--- config.mk ---
export PLATFORM = sky130hd
export DESIGN_NAME = delayed_threshold_alarm
export DESIGN_NICKNAME = d
export VERILOG_FILES = /design/src/hdl/dta_pkg.sv /design/src/hdl/delayed_threshold_alarm.sv /design/src/hdl/dta_core.sv
export SDC_FILE = /design/constraint.sdc
export NUM_CORES = 1
export LEC_CHECK = 0
export BUFFER_PORTS_ARGS = -buffer_cell sky130_fd_sc_hd__buf_2
export CAP_MARGIN = 10
export CORE_AREA = 2 2 134 136
export DETAILED_ROUTE_END_ITERATION = 10
export DIE_AREA = 0 0 136 138
export GPL_ROUTABILITY_DRIVEN = 0
export GPL_TIMING_DRIVEN = 0
export PLACE_DENSITY_LB_ADDON = 0.08
export SLEW_MARGIN = 30
export SYNTH_ARGS = -nofsm -noshare
export SYNTH_HDL_FRONTEND = slang
export SYNTH_SLANG_ARGS = --single-unit
--- constraint.sdc ---
create_clock -name clk -period 11.1 [get_ports clk]
set_input_delay 1.11 -clock clk [delete_from_list [all_inputs] [get_ports clk]]
set_output_delay 1.11 -clock clk [all_outputs]
set_load 0.02 [all_outputs]
--- src/hdl/dta_pkg.sv ---
`timescale 1ns / 1ps
`default_nettype none
// ----------------------------------------------------------------------------
// dta_pkg
// Shared types and constants of the delayed threshold alarm.
// ----------------------------------------------------------------------------
package dta_pkg;

  // field widths
  localparam int unsigned VALUE_W = 32;
  localparam int unsigned TIME_W  = 32;
  localparam int unsigned DELAY_W = 16;
  localparam int unsigned CFG_IDX_W  = 2;
  localparam int unsigned CFG_DATA_W = 32;
  localparam int unsigned IN_DATA_W  = 64;
  localparam int unsigned OUT_DATA_W = 8;

  // q16.16 one, the value of a good quality sample
  localparam logic [VALUE_W-1:0] Q16_ONE = 32'h0001_0000;

  // condition codes
  typedef enum logic [1:0] {
    COND_BELOW = 2'd0,
    COND_EQUAL = 2'd1,
    COND_ABOVE = 2'd2
  } cond_mode_t;

  // event codes
  typedef enum logic [1:0] {
    EV_NONE      = 2'd0,
    EV_ACTIVATED = 2'd1,
    EV_CLEARED   = 2'd2
  } event_code_t;

  // input beat kinds
  localparam logic KIND_SAMPLE = 1'b0;
  localparam logic KIND_ACK    = 1'b1;

  // source modes
  localparam logic SRC_VALUE   = 1'b0;
  localparam logic SRC_QUALITY = 1'b1;

  // configuration register indexes
  localparam logic [CFG_IDX_W-1:0] REG_COND_MODE   = 2'd0;
  localparam logic [CFG_IDX_W-1:0] REG_THRESHOLD   = 2'd1;
  localparam logic [CFG_IDX_W-1:0] REG_DELAY       = 2'd2;
  localparam logic [CFG_IDX_W-1:0] REG_SOURCE_MODE = 2'd3;

  // configuration as seen by the alarm core
  typedef struct packed {
    logic [1:0]         cond_mode;
    logic [VALUE_W-1:0] threshold;
    logic [DELAY_W-1:0] delay_seconds;
    logic               source_mode;
  } dta_cfg_t;

  // one result, packed lowest field in bit 0
  typedef struct packed {
    logic        blinking;
    logic [1:0]  event_code;
    logic        is_acknowledged;
    logic        is_active;
  } dta_result_t;

endpackage : dta_pkg
`default_nettype wire

--- src/hdl/delayed_threshold_alarm.sv ---
`timescale 1ns / 1ps
`default_nettype none
// An accepted input beat passes the input register, then the output register.
// One beat per cycle while out_tready lets the output drain; the alarm state
// updates as each beat moves from the input into the output register.
// Reset: synchronous active-low rst_n clears the alarm flags, the pending
// start time, all configuration registers and both pipeline valids.
// ----------------------------------------------------------------------------
// delayed_threshold_alarm
// Threshold alarm with activation delay and operator acknowledge; a stream
// in, one result beat out for every input beat.
// ----------------------------------------------------------------------------
module delayed_threshold_alarm (
  input  wire                                clk,
  input  wire                                rst_n,
  // configuration write port
  input  wire                                cfg_wr_en,
  input  wire  [dta_pkg::CFG_IDX_W-1:0]      cfg_index,
  input  wire  [dta_pkg::CFG_DATA_W-1:0]     cfg_wdata,
  // input stream
  input  wire                                in_tvalid,
  output logic                               in_tready,
  input  wire  [dta_pkg::IN_DATA_W-1:0]      in_tdata,   // sample_value[31:0], now_seconds[63:32]
  input  wire                                in_tuser,   // kind
  // result stream
  output logic                               out_tvalid,
  input  wire                                out_tready,
  output logic [dta_pkg::OUT_DATA_W-1:0]     out_tdata   // is_active, is_acknowledged,
                                                         // event_code[1:0], blinking, pad
);

  dta_pkg::dta_cfg_t            cfg_r;

  logic                         s1_valid_r;
  logic                         s1_kind_r;
  logic [dta_pkg::VALUE_W-1:0]  s1_sample_r;
  logic [dta_pkg::TIME_W-1:0]   s1_now_r;
  logic                         s1_move;

  dta_pkg::dta_result_t         step_result;
  dta_pkg::dta_result_t         out_result_r;
  logic                         out_valid_r;

  // configuration registers
  always_ff @(posedge clk) begin
    if (!rst_n) begin
      cfg_r <= '0;
    end else if (cfg_wr_en) begin
      case (cfg_index)
        dta_pkg::REG_COND_MODE:   cfg_r.cond_mode     <= cfg_wdata[1:0];
        dta_pkg::REG_THRESHOLD:   cfg_r.threshold     <= cfg_wdata[dta_pkg::VALUE_W-1:0];
        dta_pkg::REG_DELAY:       cfg_r.delay_seconds <= cfg_wdata[dta_pkg::DELAY_W-1:0];
        dta_pkg::REG_SOURCE_MODE: cfg_r.source_mode   <= cfg_wdata[0];
        default: begin
        end
      endcase
    end
  end

  // handshake: a beat leaves the input register when the output slot frees
  assign s1_move   = s1_valid_r && (!out_valid_r || out_tready);
  assign in_tready = !s1_valid_r || s1_move;

  // input register
  always_ff @(posedge clk) begin
    if (!rst_n) begin
      s1_valid_r <= 1'b0;
    end else if (in_tready) begin
      s1_valid_r <= in_tvalid;
    end
  end

  always_ff @(posedge clk) begin
    if (in_tready && in_tvalid) begin
      s1_kind_r   <= in_tuser;
      s1_sample_r <= in_tdata[dta_pkg::VALUE_W-1:0];
      s1_now_r    <= in_tdata[dta_pkg::IN_DATA_W-1:dta_pkg::VALUE_W];
    end
  end

  // alarm update
  dta_core u_core (
    .clk          (clk),
    .rst_n        (rst_n),
    .step_en      (s1_move),
    .cfg          (cfg_r),
    .kind         (s1_kind_r),
    .sample_value (s1_sample_r),
    .now_seconds  (s1_now_r),
    .result       (step_result)
  );

  // output register
  always_ff @(posedge clk) begin
    if (!rst_n) begin
      out_valid_r <= 1'b0;
    end else if (s1_move) begin
      out_valid_r <= 1'b1;
    end else if (out_tready) begin
      out_valid_r <= 1'b0;
    end
  end

  always_ff @(posedge clk) begin
    if (s1_move) begin
      out_result_r <= step_result;
    end
  end

  assign out_tvalid = out_valid_r;
  assign out_tdata  = {{(dta_pkg::OUT_DATA_W - $bits(dta_pkg::dta_result_t)){1'b0}},
                       out_result_r};

endmodule : delayed_threshold_alarm
`default_nettype wire

--- src/hdl/dta_core.sv ---
`timescale 1ns / 1ps
`default_nettype none
// ----------------------------------------------------------------------------
// dta_core
// Alarm state and the per-beat update: threshold compare, delay check,
// flag updates. The result is combinational; state moves on step_en.
// ----------------------------------------------------------------------------
module dta_core (
  input  wire                                clk,
  input  wire                                rst_n,
  input  wire                                step_en,
  input  dta_pkg::dta_cfg_t                  cfg,
  input  wire                                kind,
  input  wire  [dta_pkg::VALUE_W-1:0]        sample_value,
  input  wire  [dta_pkg::TIME_W-1:0]         now_seconds,
  output dta_pkg::dta_result_t               result
);

  logic                        pending_r, pending_nxt;
  logic                        active_r, active_nxt;
  logic                        acked_r, acked_nxt;
  logic [dta_pkg::TIME_W-1:0]  since_r, since_nxt;

  logic [dta_pkg::VALUE_W-1:0] cmp_val;
  logic                        lt, eq, gt;
  logic                        cond_hold, cond_fail;
  logic [dta_pkg::TIME_W-1:0]  start_time;
  logic [dta_pkg::TIME_W-1:0]  elapsed;
  logic                        delay_done;
  dta_pkg::event_code_t        ev;

  // value under test: raw sample or quality mapped to 1.0 / 0.0
  always_comb begin
    if (cfg.source_mode == dta_pkg::SRC_QUALITY) begin
      cmp_val = (sample_value != '0) ? dta_pkg::Q16_ONE : '0;
    end else begin
      cmp_val = sample_value;
    end
  end

  assign lt = $signed(cmp_val) <  $signed(cfg.threshold);
  assign eq = cmp_val == cfg.threshold;
  assign gt = $signed(cmp_val) >  $signed(cfg.threshold);

  // condition select; the unused code neither holds nor fails
  always_comb begin
    case (cfg.cond_mode)
      dta_pkg::COND_BELOW: begin
        cond_hold = lt;
        cond_fail = !lt;
      end
      dta_pkg::COND_EQUAL: begin
        cond_hold = eq;
        cond_fail = !eq;
      end
      dta_pkg::COND_ABOVE: begin
        cond_hold = gt;
        cond_fail = !gt;
      end
      default: begin
        cond_hold = 1'b0;
        cond_fail = 1'b0;
      end
    endcase
  end

  // elapsed time since the condition began, modulo 2^32
  assign start_time = pending_r ? since_r : now_seconds;
  assign elapsed    = now_seconds - start_time;
  assign delay_done = elapsed >= {{(dta_pkg::TIME_W-dta_pkg::DELAY_W){1'b0}}, cfg.delay_seconds};

  // next state and event
  always_comb begin
    pending_nxt = pending_r;
    active_nxt  = active_r;
    acked_nxt   = acked_r;
    since_nxt   = since_r;
    ev          = dta_pkg::EV_NONE;
    if (kind == dta_pkg::KIND_ACK) begin
      acked_nxt = 1'b1;
      if (!active_r) begin
        ev = dta_pkg::EV_CLEARED;
      end
    end else if (cfg.source_mode == dta_pkg::SRC_VALUE) begin
      if (cond_hold) begin
        if (!pending_r) begin
          pending_nxt = 1'b1;
          since_nxt   = now_seconds;
        end
        if (!active_r && delay_done) begin
          active_nxt = 1'b1;
          acked_nxt  = 1'b0;
          ev         = dta_pkg::EV_ACTIVATED;
        end
      end else if (cond_fail) begin
        pending_nxt = 1'b0;
        if (active_r) begin
          active_nxt = 1'b0;
          ev         = dta_pkg::EV_CLEARED;
        end
      end
    end else begin
      if (cond_hold && !active_r) begin
        active_nxt = 1'b1;
        acked_nxt  = 1'b0;
        ev         = dta_pkg::EV_ACTIVATED;
      end else if (cond_fail && active_r) begin
        active_nxt = 1'b0;
        acked_nxt  = 1'b0;
        ev         = dta_pkg::EV_CLEARED;
      end
    end
  end

  // result after this beat
  always_comb begin
    result.is_active       = active_nxt;
    result.is_acknowledged = acked_nxt;
    result.event_code      = ev;
    result.blinking        = active_nxt && !acked_nxt;
  end

  // alarm state
  always_ff @(posedge clk) begin
    if (!rst_n) begin
      pending_r <= 1'b0;
      active_r  <= 1'b0;
      acked_r   <= 1'b0;
      since_r   <= '0;
    end else if (step_en) begin
      pending_r <= pending_nxt;
      active_r  <= active_nxt;
      acked_r   <= acked_nxt;
      since_r   <= since_nxt;
    end
  end

`ifndef SYNTH
  // acknowledge always leaves the flag set
  a_ack_sets_flag: assert property (@(posedge clk) disable iff (!rst_n)
    step_en && kind == dta_pkg::KIND_ACK |=> acked_r)
    else $error("acknowledge did not set the flag");

  // activation leaves an active, unacknowledged alarm
  a_activate: assert property (@(posedge clk) disable iff (!rst_n)
    step_en && result.event_code == dta_pkg::EV_ACTIVATED |=> active_r && !acked_r)
    else $error("activation event without active alarm");

  // a new pending condition captures the sample time
  a_pending_start: assert property (@(posedge clk) disable iff (!rst_n)
    step_en && kind == dta_pkg::KIND_SAMPLE && cfg.source_mode == dta_pkg::SRC_VALUE
      && cond_hold && !pending_r
    |=> pending_r && since_r == $past(now_seconds))
    else $error("pending start time not captured");

  // state is idle after reset
  a_reset_clear: assert property (@(posedge clk)
    !rst_n |=> !active_r && !acked_r && !pending_r)
    else $error("alarm state not cleared by reset");
`endif

endmodule : dta_core
`default_nettype wire

==> summary.txt, run 1 <==
Outcome: finished, final reports clean
Post-layout nets: 1342
Switching Share: 29.47%
VDD IR max: 0.0001129 V
CTS root buffer: clkbuf_16
Initial antenna violation count: 1
Worst skew pair latency: 0.43 ns
Synth top area cells: edfxtp_1, dfxtp_1, ha_1
Required time of the critical path: 11.26 ns
Post-DR vias/cell: 5.428
CP arrival: 6.57 ns
Worst hold-check path type: reg -> reg
Initial Util: 54.52%
Die Y: 138 um
Leakage: 4.184 nW
IO Pins: 114
Post-synth top flop: dfxtp_1
Worst setup SP type: flip-flop
Worst Clk Skew: 0.01243 ns
Cell taking the most area after synthesis: edfxtp_1
Pwr/cell area: 139.8 nW/um2
DR vias: 7605
Core Util, Final: 62.74%
Clk sinks: 158
Yosys warns: 0
Area growth, synth to finish: 15.06%
Internal power component: 0.001085 W
Min cycle time layout: 6.416 ns
Clock transition at path regs: 0.07 ns
Fraction of layout cells with a size suffix above 1: 15.88%
Flop pwr share: 42.1%
Max-cap viol count: 0
First-pass GRT wire length: 34.55 mm
Maximum clock rate: 155.9 MHz
Count of flip-flops with a built-in enable after synthesis: 70
Placeable Area: 17530 um2
Hold path depth: 2
TNS Setup: 0 ns
Setup bufs post-CTS: 0
Avg Inst Size Synth: 9.309 um2
Post-synthesis cell area: 9560 um2
Chip Width: 136 um
Final-report max-slew violation count: 0
Core Rows: 49
Final wirelength: 20.88 mm
Total gr overflow: 0
Power Total: 0.001538 W
Antenna-violating nets left: 0
FF-to-FF path depth: 21
RSZ-0062 raised after global routing: false
Cell count after synthesis: 1027
Clk pwr share: 37.4%
Vias in the first global route: 7127
IO buf count: 109
DRC errors left: 0
Setup crit end kind: flip-flop
Synth async-reset ratio: 0%
H-Tree Depth: 4
Critical path's slowest cell: buf_1
Hold-fix buffers, CTS: 0
CP max FO: 10
Pre-antenna DRT Iters: 5
GRT Util Overall: 23.00%
Initial DRC Count: 443
WL/cell: 14.90 um
Max_slew headroom: 36.45%
Post-detail-place hpwl: 16.06 mm
Post-synth cell types: 78
Largest net degree at the start of global routing: 34
Sequential share of the synthesized area: 40.41%
Worst-margin pin slew: 0.9533 ns
Gate power share: 20.5%
# resized after CTS: 0
Fin. Hold Viols: 0
CP Cell Sequence: clkbuf_1, buf_1, mux2i_1, ha_1, nor2b_1, o2111ai_1, a31o_2, nand2_1, a21oi_1, o21bai_1, a21oi_1, xnor2_1, ha_1, a2111oi_0, o21ai_0, o2bb2ai_1, a2111oi_0, o211a_1, nand3_1, o41ai_4, o22ai_1
Area of the die: 18770 um2
Most frequent cell after synthesis: nand2_1
Max Root-Sink Buffers: 2
Switching pwr: 0.0004531 W
Final setup viols: 0
CTS tree: yes
CTS Buf Count: 17
Critical path type: reg -> reg
Final Cycle Share: 57.80%
Commonest cells in the netlist: nand2_1, dfxtp_1, ha_1
Max incr delay on CP: 0.77 ns
Seq cells post-synth: 158
Synth top area share: 21.99%
-- critical path, delay by kind of cell, from the launching register on --
family	cells	cell delay (ns)
adders and majority gates	2	0.58
AOI/OAI and AO/OA	12	3.04
xor gates and xnor gates	1	0.17
and+or+nand+nor	3	0.39
DFF	1	0.31
buffers and inverters	2	1.23
muxes	1	0.41
-- metrics by stage --
step / cells / hold WS [ns] / worst slack, ns / area, um2
6_report: 1401 / 0.4530 / 4.684 / 11000
3_5_place_dp: 1368 / 0.4448 / 4.747 / 10420
5_1_grt: 1401 / 0.4717 / 4.109 / 11000
2_1_floorplan: 1029 / 0.4347 / 5.944 / 9568
4_1_cts: 1400 / 0.4532 / 4.730 / 11000
3_3_place_gp: 1367 / 0.4406 / 4.903 / 10400
-- power by group through the flow --
stage                     Clock [W]  Combinational (W)  Sequential, W
after detailed placement          0           0.000313       0.000660
after CTS                  0.000587           0.000316       0.000647
final                      0.000574           0.000316       0.000647
after floorplan                   0           0.000231       0.000658
after global placement            0           0.000307       0.000661
after global routing       0.000612           0.000355       0.000650
-- kinds of logic (layout without fill, tap and decap cells) --
group	Yosys count	count (layout)	synth area share (%)
AOI/OAI and AO/OA	241	241	18.28
DFF	158	158	40.41
adders and majority gates	80	80	10.55
xor gates and xnor gates	28	28	2.565
buffers and inverters	114	256	5.117
and+or+nand+nor	366	366	18.86
other	1	4	0.03922
muxes	39	39	4.175
-- layout make-up --
class	instances	area [um2]
sequential	158	3864
buffer	51	252.7
tap	229	286.5
multi-input combinational	757	5218
clock buffer	17	425.4
timing repair buffer	110	565.5
clock inverter	15	150.1
inverter	63	236.5
fill	1565	6534
antenna	1	2.502
-- metal layers --
layer  vias to the layer above  track usage, %  share of wire, %
li1                       3889               -                 -
met1                      3552           32.70                50
met2                       135           35.47                45
met5                         -               0                 0
met3                        29           4.694               3.5
met4                         0           6.743               1.7
-- registers in the layout, indices dropped and copies added, names as in the netlist --
register and flops:
u_core.acked_r 1, s1_sample_r 32, out_tdata 5, u_core.active_r 1
s1_valid_r 1, out_tvalid 1, u_core.since_r 32, s1_kind_r 1
s1_now_r 32, u_core.pending_r 1, cfg_r 51
-- cell usage in the layout (no fill, tap or decap), drive strengths merged, types with 12 or more instances in the layout --
master	Yosys	final
nand2	176	176
buf	18	128
dfxtp	88	88
a21boi	80	80
ha	79	79
inv	63	71
edfxtp	70	70
a21oi	54	54
clkbuf	33	50
nor2b	45	45
mux2i	35	35
or2	35	35
nor2	27	27
o21ai	25	25
xnor2	17	17
nand3	16	16
nand4	16	16
a21o	15	15
nor3	12	12
-- path summary, 6_finish.rpt --
check | startpoint | to | slack (ns)
setup / recovery | u_core.pending_r | out_tdata[0] | 4.68
setup reg to reg | u_core.pending_r | out_tdata[0] | 4.68
hold / removal | u_core.since_r[29] | u_core.since_r[29] | 0.45
hold reg to reg | u_core.since_r[29] | u_core.since_r[29] | 0.45
(Power assumes the default switching activity.)
==> run 2: changes to the inputs <==
--- a/config.mk
+++ b/config.mk
@@ -5,11 +5,12 @@
 export SDC_FILE = /design/constraint.sdc
 export NUM_CORES = 1
 export LEC_CHECK = 0
+export ABC_AREA = 1
 export BUFFER_PORTS_ARGS = -buffer_cell sky130_fd_sc_hd__buf_2
 export CAP_MARGIN = 10
-export CORE_AREA = 2 2 134 136
+export CORE_AREA = 2 2 139 141
 export DETAILED_ROUTE_END_ITERATION = 10
-export DIE_AREA = 0 0 136 138
+export DIE_AREA = 0 0 141 143
 export GPL_ROUTABILITY_DRIVEN = 0
 export GPL_TIMING_DRIVEN = 0
 export PLACE_DENSITY_LB_ADDON = 0.08
==> constraint.sdc (replaced) <==
create_clock -name clk -period 5.7 [get_ports clk]
set_input_delay 0.57 -clock clk [delete_from_list [all_inputs] [get_ports clk]]
set_output_delay 0.57 -clock clk [all_outputs]
set_load 0.02 [all_outputs]
==> run 2 against run 1 <==
Area after synthesis grew 4.2%. Sequential cell count is the same. Critical endpoint is now out_tdata[4]. First-iteration DRC count grew 19%. Highest routed layer is now met5. Worst hold slack lost 0.15 ns. Cell count grew 27%. Clock power grew 88%. Combinational power grew to 2.6 times the previous value. Maximum frequency grew 41%.
==> summary.txt, run 2 <==
Simple-Gate Fraction of Synth Area: 23.66%
Filler cell count: 1728
Commonest cells in the netlist: nand2_1, inv_1, a21oi_1
First-pass GRT wire length: 37.74 mm
Post-DR vias/cell: 5.005
Post-layout nets: 1719
Hold-fix buffers, CTS: 0
CP max FO: 10
GRT Util Overall: 23.72%
Hold_ws: 0.3008 ns
Largest net degree at the start of global routing: 34
Worst-margin pin slew: 0.7303 ns
Placeable Area: 18580 um2
Area of placed instances: 10830 um2
Most frequent cell after synthesis: nand2_1
Initial antenna violation count: 1
CTS tree: yes
Flop pwr share: 40.2%
Post-synth cell types: 38
Gate power share: 25.9%
Die Y: 143 um
Max Root-Sink Buffers: 2
Post-synthesis compound-gate area fraction: 13.46%
Fin. Hold Viols: 0
Critical path type: reg -> reg
Largest family of logic cells by synthesized area: simple AND/OR/NAND/NOR gates
Final wirelength: 23.02 mm
Final Cycle Share: 79.89%
VDD IR max: 0.0001864 V
N_diodes: 0
Switching pwr: 0.001053 W
IO buf count: 109
Commonest non-fill, non-tap cell in the layout: nand2_1
Fraction of layout cells with a size suffix above 1: 10.79%
Chip Width: 141 um
CTS root buffer: clkbuf_16
Antenna-violating nets left: 0
# resized after CTS: 0
Fin area: 11380 um2
Initial DRC Count: 528
Seq cells post-synth: 158
Synth Area in XOR/XNOR: 1.231%
Worst setup SP type: flip-flop
Internal power component: 0.002122 W
Core Rows: 50
Final-report max-slew violation count: 0
Min cycle time layout: 4.554 ns
CTS Buf Count: 17
Area of the die: 20160 um2
Reg with most FFs: cfg_r
RSZ-0062 raised after global routing: false
Setup bufs post-CTS: 0
Area growth, synth to finish: 14.29%
Pre-antenna DRT Iters: 5
Clk pwr share: 33.9%
Required time of the critical path: 5.90 ns
DR vias: 8919
Outcome: finished, final reports clean
DRC errors left: 0
Initial Util: 53.60%
Final setup viols: 0
Adder-Cell Fraction of Synth Area: 10.13%
IO Pins: 114
Avg Inst Size Synth: 7.093 um2
Worst hold-check path type: in -> reg
Count of flip-flops with a built-in enable after synthesis: 70
Most frequent cells in the layout: nand2_1, inv_1, a21oi_1
Synth async-reset ratio: 0%
Setup crit end kind: flip-flop
Vias in the first global route: 8270
TNS Setup: 0 ns
Pwr/cell area: 279.0 nW/um2
Post-synth top flop: dfxtp_1
Post-detail-place hpwl: 18.42 mm
H-Tree Depth: 4
Clk sinks: 158
Worst skew pair latency: 0.44 ns
WL/cell: 12.92 um
Synth top area share: 21.11%
Switching Share: 33.16%
Yosys warns: 0
Clock transition at path regs: 0.07 ns
Synth top area cells: edfxtp_1, dfxtp_1, nand2_1
Worst Clk Skew: 0.009836 ns
Leakage: 5.509 nW
Maximum clock rate: 219.6 MHz
Post-synthesis cell area: 9958 um2
Total gr overflow: 0
CP arrival: 4.75 ns
Max reg flops: 51
Post-synthesis mux area share: 0%
Cell count after synthesis: 1404
Sequential share of the synthesized area: 38.80%
Max-cap viol count: 0
Cell taking the most area after synthesis: edfxtp_1
Max_slew headroom: 51.32%
-- run 2: cell types whose count changed after synthesis, sizes merged, moves of 12 or more --
cell / change
a21o: -12
nor2: +94
or2: -33
nor2b: -45
nand3: +36
a21boi: -80
o21ai: +94
mux2i: -35
nand2: +171
inv: +218
xnor2: -17
a21oi: +75
-- run 2: cells by family (layout without fill, tap and decap cells) --
logic type / count (synthesis) / in the layout
xor+xnor: 14 / 14
flops: 158 / 158
compound gates: 260 / 260
fa+ha+maj: 80 / 80
buf+inv: 321 / 463
simple gates: 570 / 570
other cells: 1 / 3
-- run 2: power groups by stage --
stage	sequential (W)	clock [W]	combinational [W]
2_1_floorplan	0.00130	0	0.000601
3_3_place_gp	0.00130	0	0.000795
3_5_place_dp	0.00130	0	0.000814
4_1_cts	0.00128	0.00110	0.000822
5_1_grt	0.00128	0.00114	0.000951
6_report	0.00128	0.00108	0.000823
-- run 2: worst paths after layout --
kind	start	to	slack [ns]	cells past startpoint
worst max-delay path	u_core.pending_r	out_tdata[4]	1.15	27
worst min-delay path	in_tdata[37]	s1_now_r[5]	0.30	1
worst max register to register	u_core.pending_r	out_tdata[4]	1.15	27
worst min register to register	u_core.since_r[5]	u_core.since_r[5]	0.45	2
-- run 2: metal layers --
| metal | GRT usage (%) | part of all wire (%) |
|---|---|---|
| met2 | 42.64 | 48 |
| met3 | 4.494 | 4.6 |
| met1 | 28.07 | 44 |
| met5 | 0 | 0.048 |
| met4 | 9.316 | 2.8 |
-- run 2: cell type report --
class	instances	area [um2]	area share [%]
clock inverters	15	128.9	1.132
flip-flops and latches	158	3864	33.95
well taps	234	292.8	2.573
plain buffers	39	205.2	1.803
clock buffers	17	425.4	3.738
repair buffers	110	565.5	4.969
inverters	282	1061	9.323
multi-input cells	927	4838	42.51
-- run 2: per-stage QoR --
step | instances | setup WS (ns) | power [W] | util [%]
2_1_floorplan | 1406 | 2.130 | 0.001899 | -
3_3_place_gp | 1749 | 1.227 | 0.002096 | 58.15
3_5_place_dp | 1750 | 1.212 | 0.002114 | 58.27
4_1_cts | 1782 | 1.178 | 0.003195 | 61.25
5_1_grt | 1782 | 0.6547 | 0.003373 | 61.25
6_report | 1782 | 1.146 | 0.003175 | 61.25
-- run 2: critical path, cell delays in order, from the launching register on --
cell	delay (ns)
dfxtp_1	0.39
buf_2	0.22
clkbuf_1	0.43
nand2_1	0.09
o21ai_0	0.11
ha_1	0.18
inv_1	0.10
fa_1	0.47
nand2_1	0.09
nand2_1	0.08
nand3_1	0.08
nand2_1	0.12
nand2_1	0.09
nand2_1	0.14
xor2_1	0.26
ha_1	0.28
inv_1	0.08
nor3_1	0.05
a211oi_1	0.24
nand4_1	0.18
nor2_1	0.11
nand3_1	0.07
nor2_1	0.11
nand2_1	0.06
nand2_1	0.07
nand2_1	0.05
nand2_1	0.08
nor2_1	0.04
